==> config.mk <==
export PLATFORM = sky130hd
export DESIGN_NAME = ufdm_ctrl
export DESIGN_NICKNAME = d
export VERILOG_FILES = /design/src/rtl/ufdm_pkg.sv /design/src/rtl/ufdm_ctrl.sv
export SDC_FILE = /design/constraint.sdc
export NUM_CORES = 1
export LEC_CHECK = 0
export ABC_AREA = 1
export ABC_CLOCK_PERIOD_IN_PS = 1230
export BUFFER_PORTS_ARGS = -buffer_cell sky130_fd_sc_hd__buf_2
export CELL_PAD_IN_SITES_DETAIL_PLACEMENT = 1
export CELL_PAD_IN_SITES_GLOBAL_PLACEMENT = 2
export CORE_AREA = 2 2 50 87
export CTS_BUF_LIST = sky130_fd_sc_hd__clkbuf_16
export DETAILED_ROUTE_END_ITERATION = 8
export DIE_AREA = 0 0 52 89
export GPL_ROUTABILITY_DRIVEN = 0
export HOLD_SLACK_MARGIN = 0.03
export PLACE_DENSITY = 0.73
export SLEW_MARGIN = 20
export SYNTH_ARGS = -nofsm -noshare
export SYNTH_HDL_FRONTEND = slang
export SYNTH_SLANG_ARGS = --single-unit
==> constraint.sdc <==
create_clock -name clk_i -period 1.23 [get_ports clk_i]
set_clock_uncertainty 0.05 [all_clocks]
set_input_delay 0.0615 -clock clk_i [delete_from_list [all_inputs] [get_ports clk_i]]
set_output_delay 0.0615 -clock clk_i [all_outputs]
set_load 0.005 [all_outputs]
==> src/rtl/ufdm_pkg.sv <==
// ----------------------------------------------------------------------------
// ufdm_pkg
// Shared types and constants of the disjoint-set table with diameter merge.
// ----------------------------------------------------------------------------
`default_nettype none

package ufdm_pkg;

  localparam int unsigned NODES    = 1024;
  localparam int unsigned IDX_W    = $clog2(NODES);
  localparam int unsigned CNT_W    = IDX_W + 1;
  localparam int unsigned NODE_W   = 10;
  localparam int unsigned DIAM_W   = 10;
  localparam int unsigned DIAM_MAX = (1 << DIAM_W) - 1;
  // The merged-diameter term saturates at the smaller of NODES-1 and DIAM_MAX.
  localparam int unsigned SAT_LIMIT = (NODES - 1 > DIAM_MAX) ? DIAM_MAX : NODES - 1;
  localparam logic [DIAM_W-1:0] DIAM_SAT = DIAM_W'(SAT_LIMIT);

  typedef enum logic [1:0] {
    CMD_QUERY = 2'd0,
    CMD_JOIN  = 2'd1,
    CMD_CHECK = 2'd2,
    CMD_SET   = 2'd3
  } cmd_e;

  typedef enum logic {
    PR_START = 1'b0,
    PR_NEXT  = 1'b1
  } pr_src_e;

  typedef enum logic {
    DR_ROOT = 1'b0,
    DR_RA   = 1'b1
  } dr_src_e;

  typedef enum logic [1:0] {
    RES_ZERO   = 2'd0,
    RES_DIAM   = 2'd1,
    RES_MERGED = 2'd2,
    RES_SAME   = 2'd3
  } res_e;

  typedef struct packed {
    cmd_e              cmd;
    logic [NODE_W-1:0] node_a;
    logic [NODE_W-1:0] node_b;
    logic [DIAM_W-1:0] diameter_value;
  } ufdm_in_t;

  typedef struct packed {
    logic [DIAM_W-1:0] diameter_out;
    logic              flag;
  } ufdm_out_t;

  // Controller to datapath.
  typedef struct packed {
    logic    clr_en;
    logic    in_load;
    logic    use_b;
    pr_src_e pr_src;
    logic    root_load;
    logic    ra_load;
    logic    comp_we;
    logic    diam_re;
    dr_src_e dr_src;
    logic    da_load;
    logic    set_we;
    logic    merge_we;
    logic    res_load;
    res_e    res_kind;
  } ufdm_cmd_t;

  // Datapath to controller.
  typedef struct packed {
    logic clr_done;
    cmd_e cmd;
    logic a_ok;
    logic b_ok;
    logic walk_root;
    logic start_root;
    logic comp_end;
    logic same_root;
    logic out_free;
  } ufdm_sts_t;

endpackage

`default_nettype wire

==> src/rtl/ufdm_ctrl.sv <==
// ----------------------------------------------------------------------------
// ufdm_ctrl
// Command sequencer: clearing pass, two-phase find with path compression,
// join and query steps, and result hand-off.
// ----------------------------------------------------------------------------
`default_nettype none

module ufdm_ctrl (
  input  wire logic                clk_i,
  input  wire logic                rst_ni,
  input  wire logic                in_valid_i,
  output logic                     in_ready_o,
  output ufdm_pkg::ufdm_cmd_t      cmd_o,
  input  wire ufdm_pkg::ufdm_sts_t sts_i
);

  localparam logic [3:0] S_CLEAR    = 4'd0;
  localparam logic [3:0] S_IDLE     = 4'd1;
  localparam logic [3:0] S_DISPATCH = 4'd2;
  localparam logic [3:0] S_FSTART   = 4'd3;
  localparam logic [3:0] S_WALK     = 4'd4;
  localparam logic [3:0] S_COMP     = 4'd5;
  localparam logic [3:0] S_QRD      = 4'd6;
  localparam logic [3:0] S_JCMP     = 4'd7;
  localparam logic [3:0] S_JRDB     = 4'd8;
  localparam logic [3:0] S_MERGE    = 4'd9;
  localparam logic [3:0] S_RESULT   = 4'd10;

  logic [3:0]     state_q, state_d;
  logic           phase_q, phase_d;
  ufdm_pkg::res_e kind_q, kind_d;

  // Where to go once a find has reached its root and compressed its path.
  logic [3:0]     fd_state;
  logic           fd_phase;
  ufdm_pkg::res_e fd_kind;

  always_comb begin
    fd_state = S_RESULT;
    fd_phase = phase_q;
    fd_kind  = ufdm_pkg::RES_ZERO;
    unique case (sts_i.cmd)
      ufdm_pkg::CMD_QUERY: fd_state = S_QRD;
      ufdm_pkg::CMD_JOIN: begin
        if (!phase_q) begin
          fd_state = S_FSTART;
          fd_phase = 1'b1;
        end else begin
          fd_state = S_JCMP;
        end
      end
      ufdm_pkg::CMD_CHECK: begin
        if (!phase_q) begin
          fd_state = S_FSTART;
          fd_phase = 1'b1;
        end else begin
          fd_state = S_RESULT;
          fd_kind  = ufdm_pkg::RES_SAME;
        end
      end
      default: fd_state = S_RESULT;
    endcase
  end

  always_comb begin
    cmd_o          = '0;
    cmd_o.use_b    = phase_q;
    cmd_o.pr_src   = ufdm_pkg::PR_START;
    cmd_o.dr_src   = ufdm_pkg::DR_ROOT;
    cmd_o.res_kind = kind_q;
    in_ready_o     = 1'b0;
    state_d        = state_q;
    phase_d        = phase_q;
    kind_d         = kind_q;

    unique case (state_q)
      S_CLEAR: begin
        cmd_o.clr_en = 1'b1;
        if (sts_i.clr_done) begin
          state_d = S_IDLE;
        end
      end
      S_IDLE: begin
        in_ready_o = 1'b1;
        if (in_valid_i) begin
          cmd_o.in_load = 1'b1;
          state_d       = S_DISPATCH;
        end
      end
      S_DISPATCH: begin
        phase_d = 1'b0;
        kind_d  = ufdm_pkg::RES_ZERO;
        unique case (sts_i.cmd)
          ufdm_pkg::CMD_SET: begin
            cmd_o.set_we = sts_i.a_ok;
            state_d      = S_RESULT;
          end
          ufdm_pkg::CMD_QUERY: begin
            state_d = sts_i.a_ok ? S_FSTART : S_RESULT;
          end
          default: begin
            state_d = (sts_i.a_ok && sts_i.b_ok) ? S_FSTART : S_RESULT;
          end
        endcase
      end
      S_FSTART: begin
        // Entering the second find, the first root is still in the root register.
        cmd_o.ra_load = phase_q;
        state_d       = S_WALK;
      end
      S_WALK: begin
        if (sts_i.walk_root) begin
          cmd_o.root_load = 1'b1;
          if (sts_i.start_root) begin
            state_d = fd_state;
            phase_d = fd_phase;
            kind_d  = fd_kind;
          end else begin
            state_d = S_COMP;
          end
        end else begin
          cmd_o.pr_src = ufdm_pkg::PR_NEXT;
        end
      end
      S_COMP: begin
        cmd_o.comp_we = 1'b1;
        if (sts_i.comp_end) begin
          state_d = fd_state;
          phase_d = fd_phase;
          kind_d  = fd_kind;
        end else begin
          cmd_o.pr_src = ufdm_pkg::PR_NEXT;
        end
      end
      S_QRD: begin
        cmd_o.diam_re = 1'b1;
        kind_d        = ufdm_pkg::RES_DIAM;
        state_d       = S_RESULT;
      end
      S_JCMP: begin
        if (sts_i.same_root) begin
          kind_d  = ufdm_pkg::RES_ZERO;
          state_d = S_RESULT;
        end else begin
          cmd_o.diam_re = 1'b1;
          cmd_o.dr_src  = ufdm_pkg::DR_RA;
          state_d       = S_JRDB;
        end
      end
      S_JRDB: begin
        cmd_o.da_load = 1'b1;
        cmd_o.diam_re = 1'b1;
        state_d       = S_MERGE;
      end
      S_MERGE: begin
        cmd_o.merge_we = 1'b1;
        kind_d         = ufdm_pkg::RES_MERGED;
        state_d        = S_RESULT;
      end
      S_RESULT: begin
        if (sts_i.out_free) begin
          cmd_o.res_load = 1'b1;
          state_d        = S_IDLE;
        end
      end
      default: state_d = S_IDLE;
    endcase
  end

  always_ff @(posedge clk_i or negedge rst_ni) begin
    if (!rst_ni) begin
      state_q <= S_CLEAR;
      phase_q <= 1'b0;
      kind_q  <= ufdm_pkg::RES_ZERO;
    end else begin
      state_q <= state_d;
      phase_q <= phase_d;
      kind_q  <= kind_d;
    end
  end

endmodule

`default_nettype wire

==> results by group <==
Run status
  • Outcome: complete, but fails checks
  • Failing checks: setup timing

Floorplanning
  • Row count: 30
  • Top Ports: 29
  • Starting Density: 0.1981
  • Die height: 89 um
  • Die ar.: roughly 0.0046 mm^2
  • Chip width: 52 um
  • Placeable Area: 0.003866 mm^2

Yosys
  • Synth Register Bits: 7
  • Synth top cells by count: nand2_1 (43), nor2_1 (21), inv_1 (20)
  • Area contributors post-synth: dfrtp_1 (23%), nand2_1 (21%), nor2_1 (10%)
  • Syn Std Cell Area: roughly 770 um^2
  • Avg Cell Area, Syn: 5.672 um^2
  • Part of the Yosys area used for sequential elements: 0.2288
  • Count leader, synth: nand2_1
  • Cell count after synthesis: 135
  • Top_reg_cell synth: dfrtp_1
  • Ys async rst share: 1.000
  • Yosys cell types: 18
  • Biggest area consumer among synthesized cells: dfrtp_1
  • Ys Warns: 0
  • Share of the synthesized area in the top cell type: 0.2288
  • Post-synth EDFFs: 0
  • Post-Syn Nets: between 150 and 200

Drt
  • 1st-iter DRT viols: 13
  • Vias: ~1100
  • Wirelength, routed: 3357 um
  • Antenna Violating Nets Remaining: 0
  • DRC viols: 0
  • Average routed wire per standard cell: 13.59 um
  • Vias per inst: 4.482
  • DRT Pass-1 Iters: 3

Timing
  • Setup ws final: -0.3143 ns
  • Hold Slack: 0.1499 ns
  • Slew at the pin closest to its max-slew limit: 0.2768 ns
  • Slew Limit Fails: 0
  • Slew Limit Headroom: 0.8138
  • Maximum clock frequency: 0.6475 GHz
  • RSZ-0062 raised after global routing: yes
  • Hold Fails Final Rpt: 0
  • Tmin final: roughly 1.5 ns
  • Final setup viols: 20
  • Final period util: 1.256

Worst setup path
  • Critical Path AT: roughly 1.4 ns
  • R2r setup slk: -0.26 ns
  • Crit path max fanout: 6
  • Reg-to-reg startpoint: state_q[2]
  • RR Endpoint: state_q[3]
  • Reg2reg path depth: 7
  • Crit path kind: flop to primary output
  • Origin of the worst setup path: state_q[2]
  • Startpoint Class: flop
  • Critical path required time: 1.12 ns
  • End point of the critical path: cmd_o[7]
  • Critical path capture point type: primary output

Power and ir drop
  • Total Power: 3.030 mW
  • Logic pwr share: 0.652
  • NetSw: 1.388 mW
  • Peak VDD IR: 0.001121 V
  • Leakage: between 0.8 and 0.9 nW
  • Power Internal: ~1.6 mW
  • Sw frac: 0.4580
  • Clock power share: 0.183
  • Sequential share of power: 0.165
  • Power per cell area: 2056 mW/mm^2

Clocking
  • Clk_lat worst skew: 0.23 ns
  • CTS tree: done
  • H-tree depth: 1
  • # clock sinks: 7
  • Root Buffer: clkbuf_16
  • Inserted Clock Buffers: 3
  • CTS clk-pin slew, worst paths: 0.04 ns
  • CTS Buffer Depth: 2

Cells and area
  • Post-route insts no fill: between 200 and 250
  • Core Util, Final: 0.3812
  • Final net count: 217
  • Area Growth Syn to Fin: 92.48%
  • Share of cells above drive strength 1: 0.5377
  • Diodes inserted: 0

Place
  • PortBufs: 28
  • Post-DP HPWL: 2766 um
  • Placed Cells: roughly 230

GRT
  • First-pass GRT wire length: between 5000 and 6000 um
  • Overall global routing resource usage: 0.1523
  • Largest net degree at the start of global routing: 8
  • Initial antenna violation count: 0
  • GRT Residual Overflow: 0
  • Vias in the first global route: around 1200

Run
  • Max-capacitance violation count: 0

Hold path
  • Type of the tightest min-delay check: primary input to asynchronous set/reset pin
## worst min path at each step
stage                      endpoint  slack (ns)  startpoint
after detailed placement  kind_q[0]       -0.14      rst_ni
final                       phase_q        0.15      rst_ni
after floorplan           kind_q[0]       -0.28      rst_ni
after global routing        phase_q        0.16      rst_ni
after CTS                   phase_q        0.15      rst_ni
after global placement    kind_q[1]       -0.14      rst_ni
## placed cells by master (no fill, tap or decap), types with 2 or more instances in the layout
master,count
buf_6,9
inv_2,5
o211ai_1,2
dfrtp_2,4
nand2_4,2
buf_4,25
nand2_2,11
dfrtp_1,3
clkbuf_16,3
nor2_2,7
nand2_1,31
o21ai_0,6
nand3_1,11
inv_1,18
nand3_4,2
nor2_1,11
a21oi_1,2
ha_1,4
nor2_4,9
buf_2,26
## sequential cells by signal, indices dropped and copies added, names as in the netlist
register and cells:
state_q 4, kind_q 2, phase_q 1
## layout make-up
cell class	instances	area, um^2
clock buffers	3	75.07
clock inverters	1	3.754
fillers	505	2392
inverters	23	88.84
multi-input cells	104	636.9
flip-flops and latches	7	180.2
well taps	48	60.06
repair buffers	61	429.2
## through the flow
step                area, um^2  TNS [ns]  setup WS (ns)
finish                    1474    -4.575        -0.3143
global route              1474    -5.884        -0.3831
global placement          1181    -1.142        -0.2226
detailed placement        1181    -1.575        -0.2579
CTS                       1354    -3.947        -0.2988
floorplan                815.8         0       0.006640
## power groups by stage
stage / Combinational (mW) / Sequential, mW / Clock [mW]
floorplan: 0.836 / 0.468 / 0
global route: 2.17 / 0.513 / 0.576
global placement: 1.46 / 0.479 / 0
detailed placement: 1.51 / 0.488 / 0
CTS: 1.70 / 0.493 / 0.569
finish: 1.97 / 0.501 / 0.554
## metal layers
metal	global-route usage	vias to the layer above	wire (um)
li1	-	547	-
met1	0.1307	522	1132
met2	0.3165	28	2006
met3	0.01171	10	87
met4	0.09330	0	131
met5	0	-	0
## worst max-delay path, cell delays in order, from the launching register on
cell,delay (ns)
dfrtp_2,0.45
inv_2,0.06
nor2_4,0.23
nand2_4,0.11
buf_6,0.12
o211ai_1,0.07
buf_2,0.15
## cells by family (layout without fill, tap and decap cells)
family,count (synthesis),count (layout),synth area share
AOI/OAI and AO/OA,13,13,0.09967
and+or+nand+nor,87,87,0.4837
buffers and inverters,24,88,0.1225
DFF,7,7,0.2288
adders and majority gates,4,4,0.06536
## repair_timing
item / CTS / global route
setup endpoints to repair: 20 / 20
hold endpoints to repair: 7 / 0
hold buffers: 1 / 0
buffers inserted: 5 / 4
pin swaps: 7 / 11
gates resized for setup: 14 / 24
Power figures use the tool's default switching activity.
